## src/sv/tfcm_pkg.sv

```systemverilog
`timescale 1ns / 1ps
`default_nettype none
// ---------------------------------------------------------------------------
// Thermal false-color mapper package
// Shared constants, types and the iron palette table.
// ---------------------------------------------------------------------------
package tfcm_pkg;

  localparam int TEMP_FRAC_BITS = 4;
  localparam int TEMP_W         = 16;
  localparam int BOUND_W        = 11;
  localparam int CFG_DATA_W     = 11;
  localparam int CFG_IDX_W      = 2;
  localparam int COLOR_W        = 8;
  localparam int IRON_SIZE      = 119;
  localparam int RAINBOW_SIZE   = 1021;
  localparam int RAMP_WIDTH     = 255;
  localparam int MAX_DEGREES    = 80;
  localparam int BOUND_TOP      = MAX_DEGREES * (1 << TEMP_FRAC_BITS);
  // Quotient register width (holds up to RAINBOW_SIZE - 1).
  localparam int IDX_W          = 10;
  // Numerator 2*d*(S-1)+span < 2^22.
  localparam int NUM_W          = 22;
  localparam int DEN_W          = 12;

  localparam logic [CFG_IDX_W-1:0] REG_LOW_BOUND      = 2'd0;
  localparam logic [CFG_IDX_W-1:0] REG_HIGH_BOUND     = 2'd1;
  localparam logic [CFG_IDX_W-1:0] REG_PALETTE_SELECT = 2'd2;

  localparam logic PAL_IRON    = 1'b0;
  localparam logic PAL_RAINBOW = 1'b1;

  typedef logic [COLOR_W-1:0] color_t;

  typedef struct packed {
    color_t red;
    color_t green;
    color_t blue;
  } rgb_t;

  // Iron palette, packed as {red, green, blue}.
  function automatic rgb_t iron_lookup(input logic [6:0] k);
    rgb_t c;
    case (k)
      7'd0: c = '{8'd0,8'd0,8'd0};       7'd1: c = '{8'd0,8'd0,8'd36};
      7'd2: c = '{8'd0,8'd0,8'd51};      7'd3: c = '{8'd0,8'd0,8'd66};
      7'd4: c = '{8'd0,8'd0,8'd81};      7'd5: c = '{8'd2,8'd0,8'd90};
      7'd6: c = '{8'd4,8'd0,8'd99};      7'd7: c = '{8'd7,8'd0,8'd106};
      7'd8: c = '{8'd11,8'd0,8'd115};    7'd9: c = '{8'd14,8'd0,8'd119};
      7'd10: c = '{8'd20,8'd0,8'd123};   7'd11: c = '{8'd27,8'd0,8'd128};
      7'd12: c = '{8'd33,8'd0,8'd133};   7'd13: c = '{8'd41,8'd0,8'd137};
      7'd14: c = '{8'd48,8'd0,8'd140};   7'd15: c = '{8'd55,8'd0,8'd143};
      7'd16: c = '{8'd61,8'd0,8'd146};   7'd17: c = '{8'd66,8'd0,8'd149};
      7'd18: c = '{8'd72,8'd0,8'd150};   7'd19: c = '{8'd78,8'd0,8'd151};
      7'd20: c = '{8'd84,8'd0,8'd152};   7'd21: c = '{8'd91,8'd0,8'd153};
      7'd22: c = '{8'd97,8'd0,8'd155};   7'd23: c = '{8'd104,8'd0,8'd155};
      7'd24: c = '{8'd110,8'd0,8'd156};  7'd25: c = '{8'd115,8'd0,8'd157};
      7'd26: c = '{8'd122,8'd0,8'd157};  7'd27: c = '{8'd128,8'd0,8'd157};
      7'd28: c = '{8'd134,8'd0,8'd157};  7'd29: c = '{8'd139,8'd0,8'd157};
      7'd30: c = '{8'd146,8'd0,8'd156};  7'd31: c = '{8'd152,8'd0,8'd155};
      7'd32: c = '{8'd157,8'd0,8'd155};  7'd33: c = '{8'd162,8'd0,8'd155};
      7'd34: c = '{8'd167,8'd0,8'd154};  7'd35: c = '{8'd171,8'd0,8'd153};
      7'd36: c = '{8'd175,8'd1,8'd152};  7'd37: c = '{8'd178,8'd1,8'd151};
      7'd38: c = '{8'd182,8'd2,8'd149};  7'd39: c = '{8'd185,8'd4,8'd149};
      7'd40: c = '{8'd188,8'd5,8'd147};  7'd41: c = '{8'd191,8'd6,8'd146};
      7'd42: c = '{8'd193,8'd8,8'd144};  7'd43: c = '{8'd195,8'd11,8'd142};
      7'd44: c = '{8'd198,8'd13,8'd139}; 7'd45: c = '{8'd201,8'd17,8'd135};
      7'd46: c = '{8'd203,8'd20,8'd132}; 7'd47: c = '{8'd206,8'd23,8'd127};
      7'd48: c = '{8'd208,8'd26,8'd121}; 7'd49: c = '{8'd210,8'd29,8'd116};
      7'd50: c = '{8'd212,8'd33,8'd111}; 7'd51: c = '{8'd214,8'd37,8'd103};
      7'd52: c = '{8'd217,8'd41,8'd97};  7'd53: c = '{8'd219,8'd46,8'd89};
      7'd54: c = '{8'd221,8'd49,8'd78};  7'd55: c = '{8'd223,8'd53,8'd66};
      7'd56: c = '{8'd224,8'd56,8'd54};  7'd57: c = '{8'd226,8'd60,8'd42};
      7'd58: c = '{8'd228,8'd64,8'd30};  7'd59: c = '{8'd229,8'd68,8'd25};
      7'd60: c = '{8'd231,8'd72,8'd20};  7'd61: c = '{8'd232,8'd76,8'd16};
      7'd62: c = '{8'd234,8'd78,8'd12};  7'd63: c = '{8'd235,8'd82,8'd10};
      7'd64: c = '{8'd236,8'd86,8'd8};   7'd65: c = '{8'd237,8'd90,8'd7};
      7'd66: c = '{8'd238,8'd93,8'd5};   7'd67: c = '{8'd239,8'd96,8'd4};
      7'd68: c = '{8'd240,8'd100,8'd3};  7'd69: c = '{8'd241,8'd103,8'd3};
      7'd70: c = '{8'd241,8'd106,8'd2};  7'd71: c = '{8'd242,8'd109,8'd1};
      7'd72: c = '{8'd243,8'd113,8'd1};  7'd73: c = '{8'd244,8'd116,8'd0};
      7'd74: c = '{8'd244,8'd120,8'd0};  7'd75: c = '{8'd245,8'd125,8'd0};
      7'd76: c = '{8'd246,8'd129,8'd0};  7'd77: c = '{8'd247,8'd133,8'd0};
      7'd78: c = '{8'd248,8'd136,8'd0};  7'd79: c = '{8'd248,8'd139,8'd0};
      7'd80: c = '{8'd249,8'd142,8'd0};  7'd81: c = '{8'd249,8'd145,8'd0};
      7'd82: c = '{8'd250,8'd149,8'd0};  7'd83: c = '{8'd251,8'd154,8'd0};
      7'd84: c = '{8'd252,8'd159,8'd0};  7'd85: c = '{8'd253,8'd163,8'd0};
      7'd86: c = '{8'd253,8'd168,8'd0};  7'd87: c = '{8'd253,8'd172,8'd0};
      7'd88: c = '{8'd254,8'd176,8'd0};  7'd89: c = '{8'd254,8'd179,8'd0};
      7'd90: c = '{8'd254,8'd184,8'd0};  7'd91: c = '{8'd254,8'd187,8'd0};
      7'd92: c = '{8'd254,8'd191,8'd0};  7'd93: c = '{8'd254,8'd195,8'd0};
      7'd94: c = '{8'd254,8'd199,8'd0};  7'd95: c = '{8'd254,8'd202,8'd1};
      7'd96: c = '{8'd254,8'd205,8'd2};  7'd97: c = '{8'd254,8'd208,8'd5};
      7'd98: c = '{8'd254,8'd212,8'd9};  7'd99: c = '{8'd254,8'd216,8'd12};
      7'd100: c = '{8'd255,8'd219,8'd15};  7'd101: c = '{8'd255,8'd221,8'd23};
      7'd102: c = '{8'd255,8'd224,8'd32};  7'd103: c = '{8'd255,8'd227,8'd39};
      7'd104: c = '{8'd255,8'd229,8'd50};  7'd105: c = '{8'd255,8'd232,8'd63};
      7'd106: c = '{8'd255,8'd235,8'd75};  7'd107: c = '{8'd255,8'd238,8'd88};
      7'd108: c = '{8'd255,8'd239,8'd102}; 7'd109: c = '{8'd255,8'd241,8'd116};
      7'd110: c = '{8'd255,8'd242,8'd134}; 7'd111: c = '{8'd255,8'd244,8'd149};
      7'd112: c = '{8'd255,8'd245,8'd164}; 7'd113: c = '{8'd255,8'd247,8'd179};
      7'd114: c = '{8'd255,8'd248,8'd192}; 7'd115: c = '{8'd255,8'd249,8'd203};
      7'd116: c = '{8'd255,8'd251,8'd216}; 7'd117: c = '{8'd255,8'd253,8'd228};
      default: c = '{8'd255,8'd254,8'd239};
    endcase
    return c;
  endfunction

endpackage
`default_nettype wire

```

## src/sv/tfcm_if.sv

```systemverilog
`timescale 1ns / 1ps
`default_nettype none
// ---------------------------------------------------------------------------
// Thermal mapper stream channels
// Valid/ready channels for temperature samples and RGB pixels.
// ---------------------------------------------------------------------------
interface tfcm_temp_if;
  logic                                valid;
  logic                                ready;
  logic signed [tfcm_pkg::TEMP_W-1:0]  temp_in;
  modport source (output valid, output temp_in, input ready);
  modport sink   (input valid, input temp_in, output ready);
endinterface

interface tfcm_rgb_if;
  logic                    valid;
  logic                    ready;
  tfcm_pkg::color_t        red;
  tfcm_pkg::color_t        green;
  tfcm_pkg::color_t        blue;
  modport source (output valid, output red, output green, output blue, input ready);
  modport sink   (input valid, input red, input green, input blue, output ready);
endinterface
`default_nettype wire

```

## src/sv/tfcm_divider.sv

```systemverilog
`timescale 1ns / 1ps
`default_nettype none
// ---------------------------------------------------------------------------
// Thermal mapper pipelined divider
// Restoring divider, one quotient bit per stage, with valid bits and a
// shared advance enable so a stall holds every stage in place.
// ---------------------------------------------------------------------------
module tfcm_divider (
  input  wire logic                          clk,
  input  wire logic                          rst_n,
  input  wire logic                          adv,
  input  wire logic                          in_vld,
  input  wire logic [tfcm_pkg::NUM_W-1:0]    in_num,
  input  wire logic [tfcm_pkg::DEN_W-1:0]    in_den,
  input  wire logic                          in_pal,
  output logic                               out_vld,
  output logic [tfcm_pkg::IDX_W-1:0]         out_quo,
  output logic                               out_pal
);
  localparam int N  = tfcm_pkg::IDX_W;
  localparam int NW = tfcm_pkg::NUM_W;
  localparam int DW = tfcm_pkg::DEN_W;

  // Stage s holds the partial remainder after quotient bit N-s is decided.
  logic          vld_r [N+1];
  logic [NW-1:0] rem_r [N+1];
  logic [DW-1:0] den_r [N+1];
  logic [N-1:0]  quo_r [N+1];
  logic          pal_r [N+1];

  always_comb begin
    vld_r[0] = in_vld;
    rem_r[0] = in_num;
    den_r[0] = in_den;
    quo_r[0] = '0;
    pal_r[0] = in_pal;
  end

  for (genvar s = 0; s < N; s++) begin : g_stage
    localparam int SH = N - 1 - s;
    logic [NW:0] trial;
    logic        fits;
    assign trial = {1'b0, rem_r[s]} - ({{(NW+1-DW){1'b0}}, den_r[s]} << SH);
    assign fits  = ~trial[NW];

    always_ff @(posedge clk) begin
      if (!rst_n) begin
        vld_r[s+1] <= 1'b0;
      end else if (adv) begin
        vld_r[s+1] <= vld_r[s];
      end
    end

    always_ff @(posedge clk) begin
      if (adv) begin
        rem_r[s+1] <= fits ? trial[NW-1:0] : rem_r[s];
        den_r[s+1] <= den_r[s];
        quo_r[s+1] <= quo_r[s] | (N'(fits) << SH);
        pal_r[s+1] <= pal_r[s];
      end
    end
  end

  assign out_vld = vld_r[N];
  assign out_quo = quo_r[N];
  assign out_pal = pal_r[N];
endmodule
`default_nettype wire

```

## src/sv/thermal_false_color_mapper.sv

```systemverilog
`timescale 1ns / 1ps
`default_nettype none
// ---------------------------------------------------------------------------
// Thermal false-color mapper
// Maps signed fixed-point temperature samples to iron or rainbow RGB pixels.
// ---------------------------------------------------------------------------
// Usage: samples arrive on the temp channel, one beat per sample, and one
// RGB pixel beat leaves on the pixel channel for each, in order. The cfg
// port writes low_bound, high_bound and palette_select; write only while
// the pipeline is empty. Reset clears all three registers and every valid
// bit.
// The pipeline has 13 register stages: one stage clamps, one forms the
// numerator, ten restoring divider stages each settle one index bit, and
// the output register takes the color mapped from the index. Throughput is
// one pixel per cycle while the receiver takes pixels; the divider stage
// count sets the latency. When the receiver stalls, the whole pipeline
// holds, and input ready drops only when the output register is full and
// not being taken.
// ---------------------------------------------------------------------------
module thermal_false_color_mapper (
  input  wire logic                                clk,
  input  wire logic                                rst_n,
  tfcm_temp_if.sink                                in_ch,
  tfcm_rgb_if.source                               out_ch,
  input  wire logic                                cfg_we,
  input  wire logic [tfcm_pkg::CFG_IDX_W-1:0]      cfg_index,
  input  wire logic [tfcm_pkg::CFG_DATA_W-1:0]     cfg_data
);
  localparam int BW = tfcm_pkg::BOUND_W;
  localparam int NW = tfcm_pkg::NUM_W;
  localparam int DW = tfcm_pkg::DEN_W;
  localparam int IW = tfcm_pkg::IDX_W;

  // Configuration registers.
  logic [BW-1:0] low_bound_r, high_bound_r;
  logic          palette_select_r;

  always_ff @(posedge clk) begin
    if (!rst_n) begin
      low_bound_r      <= '0;
      high_bound_r     <= '0;
      palette_select_r <= 1'b0;
    end else if (cfg_we) begin
      case (cfg_index)
        tfcm_pkg::REG_LOW_BOUND:      low_bound_r      <= cfg_data[BW-1:0];
        tfcm_pkg::REG_HIGH_BOUND:     high_bound_r     <= cfg_data[BW-1:0];
        tfcm_pkg::REG_PALETTE_SELECT: palette_select_r <= cfg_data[0];
        default: ;
      endcase
    end
  end

  // Bounds limited to the top temperature.
  logic [BW-1:0] lo, hi;
  assign lo = (low_bound_r  > BW'(tfcm_pkg::BOUND_TOP)) ? BW'(tfcm_pkg::BOUND_TOP)
                                                        : low_bound_r;
  assign hi = (high_bound_r > BW'(tfcm_pkg::BOUND_TOP)) ? BW'(tfcm_pkg::BOUND_TOP)
                                                        : high_bound_r;

  // Pipeline advances whenever the output register can take a new pixel.
  logic out_vld_r;
  logic adv;
  assign adv         = !out_vld_r || out_ch.ready;
  assign in_ch.ready = adv;

  // Stage 1: clamp and offset.
  logic          s1_vld_r, s1_pal_r, s1_zero_r;
  logic [BW-1:0] s1_d_r, s1_span_r;
  logic signed [tfcm_pkg::TEMP_W:0] t_ext;
  logic [BW-1:0] t_cl;
  assign t_ext = {in_ch.temp_in[tfcm_pkg::TEMP_W-1], in_ch.temp_in};

  always_comb begin
    if (t_ext < $signed({6'd0, lo})) t_cl = lo;
    else if (t_ext > $signed({6'd0, hi})) t_cl = hi;
    else t_cl = t_ext[BW-1:0];
  end

  always_ff @(posedge clk) begin
    if (!rst_n) begin
      s1_vld_r <= 1'b0;
    end else if (adv) begin
      s1_vld_r <= in_ch.valid;
    end
  end

  always_ff @(posedge clk) begin
    if (adv) begin
      s1_pal_r  <= palette_select_r;
      s1_zero_r <= (hi <= lo);
      s1_d_r    <= t_cl - lo;
      s1_span_r <= hi - lo;
    end
  end

  // Stage 2: numerator 2*d*(S-1)+span and denominator 2*span.
  logic          s2_vld_r, s2_pal_r;
  logic [NW-1:0] s2_num_r;
  logic [DW-1:0] s2_den_r;
  logic [IW-1:0] size_m1;
  assign size_m1 = s1_pal_r ? IW'(tfcm_pkg::RAINBOW_SIZE - 1)
                            : IW'(tfcm_pkg::IRON_SIZE - 1);

  always_ff @(posedge clk) begin
    if (!rst_n) begin
      s2_vld_r <= 1'b0;
    end else if (adv) begin
      s2_vld_r <= s1_vld_r;
    end
  end

  always_ff @(posedge clk) begin
    if (adv) begin
      s2_pal_r <= s1_pal_r;
      // A zero numerator and unit divisor give index zero.
      s2_num_r <= s1_zero_r ? '0
                : ((NW'(s1_d_r) * NW'(size_m1)) << 1) + NW'(s1_span_r);
      s2_den_r <= s1_zero_r ? DW'(1) : {s1_span_r, 1'b0};
    end
  end

  // Divider stages.
  logic          dv_vld, dv_pal;
  logic [IW-1:0] dv_quo;

  tfcm_divider u_div (
    .clk    (clk),
    .rst_n  (rst_n),
    .adv    (adv),
    .in_vld (s2_vld_r),
    .in_num (s2_num_r),
    .in_den (s2_den_r),
    .in_pal (s2_pal_r),
    .out_vld(dv_vld),
    .out_quo(dv_quo),
    .out_pal(dv_pal)
  );

  // Color stage.
  tfcm_pkg::rgb_t iron_c, rain_c, pix_nxt;
  logic [1:0]     ramp;
  logic [IW-1:0]  v_full;
  tfcm_pkg::color_t v;

  always_comb begin
    iron_c = tfcm_pkg::iron_lookup(7'(dv_quo));
    if (dv_quo <= IW'(255))      ramp = 2'd0;
    else if (dv_quo <= IW'(510)) ramp = 2'd1;
    else if (dv_quo <= IW'(765)) ramp = 2'd2;
    else                         ramp = 2'd3;
    v_full = dv_quo - IW'(ramp) * IW'(tfcm_pkg::RAMP_WIDTH);
    v      = v_full[7:0];
    case (ramp)
      2'd0:    rain_c = '{8'd0, v, 8'd255};
      2'd1:    rain_c = '{8'd0, 8'd255, 8'd255 - v};
      2'd2:    rain_c = '{v, 8'd255, 8'd0};
      default: rain_c = '{8'd255, 8'd255 - v, 8'd0};
    endcase
    pix_nxt = (dv_pal == tfcm_pkg::PAL_RAINBOW) ? rain_c : iron_c;
  end

  tfcm_pkg::rgb_t pix_r;

  always_ff @(posedge clk) begin
    if (!rst_n) begin
      out_vld_r <= 1'b0;
    end else if (adv) begin
      out_vld_r <= dv_vld;
    end
  end

  always_ff @(posedge clk) begin
    if (adv) begin
      pix_r <= pix_nxt;
    end
  end

  assign out_ch.valid = out_vld_r;
  assign out_ch.red   = pix_r.red;
  assign out_ch.green = pix_r.green;
  assign out_ch.blue  = pix_r.blue;

  // Assertions.
  a_stall_hold: assert property (@(posedge clk) disable iff (!rst_n)
    out_vld_r && !out_ch.ready |=> out_vld_r && $stable(pix_r))
    else $error("pixel changed during stall");
  a_ready: assert property (@(posedge clk) disable iff (!rst_n)
    in_ch.ready == (!out_vld_r || out_ch.ready))
    else $error("input ready does not follow output space");
  a_s1_flow: assert property (@(posedge clk) disable iff (!rst_n)
    in_ch.valid && in_ch.ready |=> s1_vld_r)
    else $error("accepted beat lost at first stage");
  a_iron_range: assert property (@(posedge clk) disable iff (!rst_n)
    dv_vld && dv_pal == tfcm_pkg::PAL_IRON |-> dv_quo < IW'(tfcm_pkg::IRON_SIZE))
    else $error("iron index out of range");
endmodule
`default_nettype wire

```

## src/flat_wrapper.sv

```systemverilog
// flat-port wrapper written by rule: the top's interface ports become plain ports
module thermal_false_color_mapper_flat 
  (clk, rst_n, cfg_we, cfg_index, cfg_data, in_ch_valid, in_ch_temp_in, in_ch_ready, out_ch_valid, out_ch_red, out_ch_green, out_ch_blue, out_ch_ready);
  tfcm_temp_if in_ch_i ();
  tfcm_rgb_if out_ch_i ();
  input  wire logic clk;
  input  wire logic rst_n;
  input  wire logic cfg_we;
  input  wire logic [tfcm_pkg::CFG_IDX_W-1:0] cfg_index;
  input  wire logic [tfcm_pkg::CFG_DATA_W-1:0] cfg_data;
  input wire logic [$bits(in_ch_i.valid)-1:0] in_ch_valid;
  input wire logic [$bits(in_ch_i.temp_in)-1:0] in_ch_temp_in;
  output wire logic [$bits(in_ch_i.ready)-1:0] in_ch_ready;
  output wire logic [$bits(out_ch_i.valid)-1:0] out_ch_valid;
  output wire logic [$bits(out_ch_i.red)-1:0] out_ch_red;
  output wire logic [$bits(out_ch_i.green)-1:0] out_ch_green;
  output wire logic [$bits(out_ch_i.blue)-1:0] out_ch_blue;
  input wire logic [$bits(out_ch_i.ready)-1:0] out_ch_ready;
  assign in_ch_i.valid = in_ch_valid;
  assign in_ch_i.temp_in = in_ch_temp_in;
  assign in_ch_ready = in_ch_i.ready;
  assign out_ch_valid = out_ch_i.valid;
  assign out_ch_red = out_ch_i.red;
  assign out_ch_green = out_ch_i.green;
  assign out_ch_blue = out_ch_i.blue;
  assign out_ch_i.ready = out_ch_ready;
  thermal_false_color_mapper u_core (.clk(clk), .rst_n(rst_n), .in_ch(in_ch_i), .out_ch(out_ch_i), .cfg_we(cfg_we), .cfg_index(cfg_index), .cfg_data(cfg_data));
endmodule
```

## config.mk

```make
export PLATFORM = sky130hd
export DESIGN_NAME = thermal_false_color_mapper_flat
export DESIGN_NICKNAME = d
export VERILOG_FILES = /design/src/sv/tfcm_pkg.sv /design/src/sv/tfcm_if.sv /design/src/sv/tfcm_divider.sv /design/src/sv/thermal_false_color_mapper.sv /design/src/flat_wrapper.sv
export SDC_FILE = /design/constraint.sdc
export NUM_CORES = 1
export LEC_CHECK = 0
export ABC_AREA = 1
export ABC_CLOCK_PERIOD_IN_PS = 27400
export BUFFER_PORTS_ARGS = -buffer_cell sky130_fd_sc_hd__buf_2
export CAP_MARGIN = 20
export CELL_PAD_IN_SITES_DETAIL_PLACEMENT = 0
export CELL_PAD_IN_SITES_GLOBAL_PLACEMENT = 1
export CORE_MARGIN = 1
export CORE_UTILIZATION = 25
export DETAILED_ROUTE_END_ITERATION = 8
export PLACE_DENSITY_LB_ADDON = 0.2
export SLEW_MARGIN = 25
export SYNTH_ARGS = -nofsm -noshare
export SYNTH_HDL_FRONTEND = slang
export SYNTH_HIERARCHICAL = 1
export SYNTH_SLANG_ARGS = --single-unit
```

## constraint.sdc

```tcl
create_clock -name clk -period 27.4 [get_ports clk]
set_input_delay 1.37 -clock clk [delete_from_list [all_inputs] [get_ports clk]]
set_output_delay 1.37 -clock clk [all_outputs]
set_load 0.01 [all_outputs]
```

==> reports/summary.md, run 1 <==
• finished clean — outcome
• 488 — register bit count reported by yosys
• 4308 — final net count
• 0.414 ns — worst hold margin
• 61 — number of buffers inserted during clock tree synthesis
• 0.976 ns — measured slew at the worst slew-check pin
• 60 — I/O pin count
• no — RSZ-0062 raised after global routing
• flop — kind of capture point of the worst setup path
• 8.28% — ratio of cells with drive above 1 in the final layout
• 25500 — number of global-route vias before repair
• 8.57 µm² — Avg Cell Area, Syn
• 0 — ANT nets after route
• 13.9% — global-route usage over all layers
• 21.6% — post-synthesis share of cell area spent on and, or, nand and nor gates
• 148000 µm — first-pass GRT wire length
• sky130_fd_sc_hd__clkbuf_16 — root buf cell
• 5 — Initial DRT Pass Iterations
• u_core/u_div/quo_r[78] — Worst Min Path Start
• 25.3% — starting density of the core
• sky130_fd_sc_hd__edfxtp_1 — Top FF cell, synth
• 21.68 ns — Worst R2R Setup Slack
• 0 — Hold Path Stages
• 367 µm — die extent in x
• 946 x sky130_fd_sc_hd__nand2_1, 584 x sky130_fd_sc_hd__inv_1, 452 x sky130_fd_sc_hd__edfxtp_1, 362 x sky130_fd_sc_hd__nor2_1, 262 x sky130_fd_sc_hd__ha_1 — most frequent cells in the layout
• simple AND/OR/NAND/NOR gates — combinational family with the most area after synthesis
• done — CTS tree
• 94200 µm — total length of routed wires
• 2 — number of levels in the clock H-tree
• 10.4% — Synth Area in Compound Gates
• flop to flop — worst min path class
• 12.5% — layout overhead on the synthesized area
• 367 µm — Vert. Die Dim
• 0 ns — total negative slack for setup checks
• 21.68 ns — worst setup margin
• 4.42 — via density per instance
• 0 — number of remaining DRC errors
• 42.9% — share of synthesized area occupied by flip-flops and latches
• 132000 µm² — floorplan core area
• 0 — number of endpoints failing setup at the final stage
• 2.94% — xor-xnor portion of the synthesized cell area
• 14300 µm² — FF/Latch Area
• 0 — Max Transition Viols Final
• 33300 µm² — Mapped Area
• 34.9% — remaining max-slew budget at the tightest pin
• 0 — cts repair resizes
• 0% — fraction of synthesis flops using an asynchronous set or reset pin
• 25400 — total via count after detailed routing
• 135000 µm² — full die area
• 80 — largest net degree at the start of global routing
• 0 — postcts setup bufs
• 73700 µm — half-perimeter wire length of the detailed placement result
• 0% — portion of netlist area occupied by mux cells
• u_core/s2_num_r[19] — reg-to-reg critical path endpoint
• 0 — total inserted antenna cells
• 3887 — Post-Syn Instances
• 0 — hold violation count in the final report
• 0.67 ns — insertion delay of the later-clocked pin in the worst-skew pair
• 5.72 ns — post-layout min period
• 0.07 ns — clock-pin slew on the worst setup and hold paths
• 3 — CTS Buffer Depth
• 27 — number of cells traversed by the worst register-to-register path
• 20.9% — final worst-path cycle share
• u_core/s1_pal_r — startpoint of the most critical register-to-register path
• flop to flop — kind of critical path
• 21.60 ns — Worst Setup Slack post-DPL
• 6.14 ns — data arrival time of the worst path
• 26 — CP max FO
• 1 — initial antenna violation count
• 13.9% — adder and majority gate portion of the synthesized area
• 0 — number of max-capacitance violations reported
• 68 — post-synth cell types
• 0 — post-cts hold buffer count
• sky130_fd_sc_hd__nand2_1 — most common cell after layout, fill and taps aside
• 14300 — number of filler cells placed in the layout
• u_core/u_div/quo_r[68] — capture endpoint of the worst hold path
• 16200 µm² — area used by multi-input combinational logic
• 133 — total number of placement rows
• 1529 — number of DRC violations after detailed-routing iteration 0
• 0.0446 ns — final clock skew
• 6 — Synth Warn #
• 27.83 ns — WP data required
• 452 — EDFF count, synth
• 16.4 µm — WL/cell
• 0 — overflow left after global routing
• 59 — IO Port Bufs
• 175 MHz — highest achievable clock rate
• 488 — CTS sink cnt
• 4250 — synthesized netlist net count
• 0.918 — final RePlAce weighted congestion
• flop — type of origin of the critical path
## synth_stat cells, types with 48 or more instances
cell	count	area, µm²
sky130_fd_sc_hd__nor2_1	362	1360
sky130_fd_sc_hd__xnor2_1	59	517
sky130_fd_sc_hd__edfxtp_1	452	13600
sky130_fd_sc_hd__o21ai_0	192	961
sky130_fd_sc_hd__nand3_1	191	956
sky130_fd_sc_hd__nand2_1	946	3550
sky130_fd_sc_hd__o21ai_2	48	420
sky130_fd_sc_hd__inv_1	585	2200
sky130_fd_sc_hd__xor2_1	53	464
sky130_fd_sc_hd__ha_1	262	3280
sky130_fd_sc_hd__a21oi_1	178	891
sky130_fd_sc_hd__fa_1	67	1340
## stage by stage
step           util (%)  std cells  cell area, µm²
3_5_place_dp       26.9       5637           35400
3_3_place_gp       26.9       5637           35400
4_1_cts            28.4       5751           37500
2_1_floorplan         -       3887           33300
5_1_grt            28.4       5751           37500
6_report           28.4       5751           37500
## layout make-up
| type | count | share of cell area (%) |
|---|---|---|
| Inverter | 609 | 6.15 |
| Clock buffer | 67 | 4.19 |
| Tap cell | 1755 | 5.86 |
| Multi-Input combinational cell | 2714 | 43.3 |
| Sequential cell | 488 | 38.1 |
| Clock inverter | 47 | 1.34 |
| Timing Repair Buffer | 71 | 1.04 |
## routing by layer
layer	up-vias	share of wire (%)	GRT usage [%]
met5	-	0.014	0
met4	2	2.0	3.29
met3	118	4.0	2.05
met2	408	47	23.2
met1	11900	47	18.8
li1	13000	-	-
## worst max path at each step
stage | from | to | slack, ns
floorplan | out_ch_ready | u_core/u_div/out_vld | 13.70
global placement | u_core/s1_pal_r | u_core/s2_num_r[19] | 21.64
detailed placement | u_core/s1_pal_r | u_core/s2_num_r[19] | 21.60
CTS | u_core/s1_pal_r | u_core/s2_num_r[19] | 21.63
global route | u_core/s1_pal_r | u_core/s2_num_r[21] | 21.05
finish | u_core/s1_pal_r | u_core/s2_num_r[19] | 21.68
## worst max-delay path, cell delays in order (launching register included)
cell and delay, ns:
sky130_fd_sc_hd__edfxtp_1 0.32, sky130_fd_sc_hd__buf_4 0.27, sky130_fd_sc_hd__nand2_1 0.15, sky130_fd_sc_hd__inv_1 0.12, sky130_fd_sc_hd__fa_1 0.44, sky130_fd_sc_hd__fa_1 0.51
sky130_fd_sc_hd__inv_1 0.05, sky130_fd_sc_hd__fa_1 0.47, sky130_fd_sc_hd__inv_1 0.05, sky130_fd_sc_hd__fa_1 0.47, sky130_fd_sc_hd__ha_1 0.30, sky130_fd_sc_hd__ha_1 0.40
sky130_fd_sc_hd__nand2_1 0.11, sky130_fd_sc_hd__nand3_1 0.13, sky130_fd_sc_hd__xor2_1 0.15, sky130_fd_sc_hd__inv_1 0.06, sky130_fd_sc_hd__ha_1 0.34, sky130_fd_sc_hd__nand2_1 0.08
sky130_fd_sc_hd__nor2_1 0.12, sky130_fd_sc_hd__nand3_1 0.09, sky130_fd_sc_hd__nand2_1 0.13, sky130_fd_sc_hd__nand2_1 0.09, sky130_fd_sc_hd__inv_1 0.06, sky130_fd_sc_hd__nand2_1 0.08
sky130_fd_sc_hd__nor2_2 0.17, sky130_fd_sc_hd__nand2_1 0.08, sky130_fd_sc_hd__o21ai_0 0.14, sky130_fd_sc_hd__a21oi_1 0.05
## cell families (layout without fill, tap and decap cells)
family	count (synthesis)	count (layout)
flops	488	488
fa+ha+maj	329	329
simple gates	1697	1697
buf+inv	685	794
compound gates	576	576
xor+xnor	112	112
## flip-flops by register name, summed over array words and instances, names as in the netlist, 10 cells and up
register	cells
u_core/high_bound_r	11
u_core/low_bound_r	11
u_core/s1_d_r	11
u_core/s1_span_r	11
u_core/s2_den_r	10
u_core/s2_num_r	22
u_core/u_div/den_r	108
u_core/u_div/out_quo	10
u_core/u_div/quo_r	45
u_core/u_div/rem_r	198
Power of run 1 is left out: the tool's default activity adds up to more than one toggle a clock period on the data nets, which glitch-free logic cannot reach.
==> inputs of run 2 (changes only) <==
--- a/config.mk
+++ b/config.mk
@@ -6,7 +6,7 @@
 export NUM_CORES = 1
 export LEC_CHECK = 0
 export ABC_AREA = 1
-export ABC_CLOCK_PERIOD_IN_PS = 27400
+export ABC_CLOCK_PERIOD_IN_PS = 4780
 export BUFFER_PORTS_ARGS = -buffer_cell sky130_fd_sc_hd__buf_2
 export CAP_MARGIN = 20
 export CELL_PAD_IN_SITES_DETAIL_PLACEMENT = 0
==> constraint.sdc (replaced) <==
create_clock -name clk -period 4.78 [get_ports clk]
set_input_delay 0.239 -clock clk [delete_from_list [all_inputs] [get_ports clk]]
set_output_delay 0.239 -clock clk [all_outputs]
set_load 0.01 [all_outputs]
==> reports/summary.md, run 2 (synthesized netlist as in run 1, its figures left out) <==
• finished, violations left — outcome
• setup timing — failing checks
• 0 — Max Transition Viols Final
• 59 — IO Port Bufs
• 2 — Hold Path Stages
• 0.0384 ns — final clock skew
• 0.07 ns — clock-pin slew on the worst setup and hold paths
• 0.104 ns — worst hold margin
• 924 x sky130_fd_sc_hd__nand2_1, 572 x sky130_fd_sc_hd__inv_1, 452 x sky130_fd_sc_hd__edfxtp_1, 355 x sky130_fd_sc_hd__nor2_1, 242 x sky130_fd_sc_hd__ha_1 — most frequent cells in the layout
• 16.0 µm — WL/cell
• 0 — overflow left after global routing
• 0 — number of max-capacitance violations reported
• u_core/s1_pal_r — Crit. Startpoint
• 15.2% — ratio of cells with drive above 1 in the final layout
• 5.54 ns — data arrival time of the worst path
• flop — kind of capture point of the worst setup path
• 367 µm — Vert. Die Dim
• 3 — CTS Buffer Depth
• 11 — number of endpoints failing setup at the final stage
• 1353 — number of DRC violations after detailed-routing iteration 0
• 60 — I/O pin count
• 5.20 ns — WP data required
• adder cells — CP top delay family
• 0.57 ns — delay of the slowest critical-path stage
• 133 — total number of placement rows
• 367 µm — die extent in x
• input port to flop — worst min path class
• 0.896 — final RePlAce weighted congestion
• 195 MHz — highest achievable clock rate
• sky130_fd_sc_hd__fa_1 — CP dominant cell by count
• 26200 — total via count after detailed routing
• u_core/s2_num_r[17] — reg-to-reg critical path endpoint
• sky130_fd_sc_hd__nand2_1 — most common cell after layout, fill and taps aside
• 25.3% — starting density of the core
• 59 — number of buffers inserted during clock tree synthesis
• u_core/u_div/rem_r — register containing the most flip-flops in the final layout
• -0.341 ns — worst setup margin
• done — CTS tree
• 198 — number of flip-flops under the largest register name
• 2 — number of levels in the clock H-tree
• sky130_fd_sc_hd__fa_1 — slowest cell on the critical path
• flop to flop — kind of critical path
• 0 — ANT nets after route
• 0.66 ns — insertion delay of the later-clocked pin in the worst-skew pair
• flop — type of origin of the critical path
• 0 — number of remaining DRC errors
• 4.39 — via density per instance
• -0.34 ns — Worst R2R Setup Slack
• 5.12 ns — post-layout min period
• u_core/u_div/rem_r (198), u_core/u_div/den_r (108), u_core/u_div/quo_r (45) — Largest regs
• 135000 µm² — full die area
• 5 — Initial DRT Pass Iterations
• 26500 — number of global-route vias before repair
• yes — RSZ-0062 raised after global routing
• 7 — buffers and inverters on the worst path
• 75500 µm — half-perimeter wire length of the detailed placement result
• 95500 µm — total length of routed wires
• 488 — CTS sink cnt
• 107% — final worst-path cycle share
• 19.6% — layout overhead on the synthesized area
• 14.1% — global-route usage over all layers
• 4536 — final net count
• 151000 µm — first-pass GRT wire length
• 8 — CP max FO
• 0 — hold violation count in the final report
• 25 — number of cells traversed by the worst register-to-register path
• 43.3% — remaining max-slew budget at the tightest pin
• 0 — total inserted antenna cells
• 0 — initial antenna violation count
• 25 — CP Depth
• u_core/s2_num_r[17] — end point of the critical path
• 83 — largest net degree at the start of global routing
• 132000 µm² — floorplan core area
• sky130_fd_sc_hd__clkbuf_16 — root buf cell
• u_core/s1_pal_r — startpoint of the most critical register-to-register path
• 0.849 ns — measured slew at the worst slew-check pin
run 2: cell count changes in the layout (fill, tap and decap cells not counted), moves of 8 or more:
cell,previous run,this run
sky130_fd_sc_hd__buf_4,11,214
sky130_fd_sc_hd__nand2_1,946,924
sky130_fd_sc_hd__ha_1,262,242
sky130_fd_sc_hd__ha_4,0,17
sky130_fd_sc_hd__a21oi_1,178,162
sky130_fd_sc_hd__dlygate4sd3_1,0,16
sky130_fd_sc_hd__a21oi_2,17,31
sky130_fd_sc_hd__nand2_2,42,56
sky130_fd_sc_hd__inv_1,584,572
sky130_fd_sc_hd__inv_2,16,27
sky130_fd_sc_hd__o21ai_0,192,182
sky130_fd_sc_hd__nand2_4,6,14
run 2: how the worst min path moves through the flow:
stage	start	to
final	rst_n	u_core/out_ch.valid
after global placement	u_core/u_div/rem_r[157]	u_core/u_div/rem_r[135]
after detailed placement	u_core/u_div/quo_r[13]	u_core/u_div/out_quo[3]
after floorplan	rst_n	u_core/u_div/out_vld
after global routing	rst_n	u_core/out_ch.valid
after CTS	rst_n	u_core/out_ch.valid
run 2: per-stage QoR:
step	instances	TNS (ns)	setup WS [ns]	util, %	cell area [µm²]
final	5973	-2.84	-0.341	30.2	39900
after global routing	5973	-5.95	-0.643	30.2	39900
after CTS	5961	-3.44	-0.397	30.0	39500
after detailed placement	5832	-4.87	-0.559	28.1	37100
after global placement	5832	-4.48	-0.520	28.1	37100
after floorplan	3887	-1389.91	-3.00	-	33500
run 2: worst reg2reg max path, stage by stage (launching register included):
cell	delay [ns]
sky130_fd_sc_hd__edfxtp_1	0.38
sky130_fd_sc_hd__buf_6	0.16
sky130_fd_sc_hd__buf_4	0.16
sky130_fd_sc_hd__nand2_1	0.09
sky130_fd_sc_hd__inv_1	0.08
sky130_fd_sc_hd__fa_1	0.56
sky130_fd_sc_hd__fa_1	0.44
sky130_fd_sc_hd__fa_1	0.57
sky130_fd_sc_hd__fa_1	0.45
sky130_fd_sc_hd__ha_4	0.30
sky130_fd_sc_hd__ha_4	0.20
sky130_fd_sc_hd__inv_2	0.06
sky130_fd_sc_hd__xor2_1	0.14
sky130_fd_sc_hd__inv_1	0.08
sky130_fd_sc_hd__ha_4	0.26
sky130_fd_sc_hd__a21oi_2	0.15
sky130_fd_sc_hd__o21ai_2	0.07
sky130_fd_sc_hd__a21oi_2	0.12
sky130_fd_sc_hd__nand2_2	0.09
sky130_fd_sc_hd__nand2_2	0.08
sky130_fd_sc_hd__inv_2	0.04
sky130_fd_sc_hd__nand2_4	0.06
sky130_fd_sc_hd__nor2_4	0.05
sky130_fd_sc_hd__buf_4	0.13
sky130_fd_sc_hd__o21ai_1	0.12
sky130_fd_sc_hd__a21oi_1	0.05
run 2: timing repair:
item,4_1_cts,5_1_grt
endpoints found under the hold margin,26,0
gates resized for setup,35,72
pin swaps,24,58
endpoints found under the setup margin,12,17
setup buffers,7,12
hold buffers,16,0
run 2: layout make-up:
cell class | count | area [µm²]
fillers | 14200 | 91900
multi-input cells | 2714 | 16800
flip-flops and latches | 488 | 14300
inverters | 609 | 2300
repair buffers | 301 | 2250
well taps | 1755 | 2200
clock buffers | 64 | 1500
clock inverters | 42 | 497
run 2: layer usage:
metal	up-vias	part of all wire (%)	global-route usage [%]
met3	122	4.1	2.27
met2	422	46	23.4
met5	-	0	0
met1	12200	47	18.9
met4	0	2.2	3.59
li1	13500	-	-
Power of run 2 is left out for the same reason.
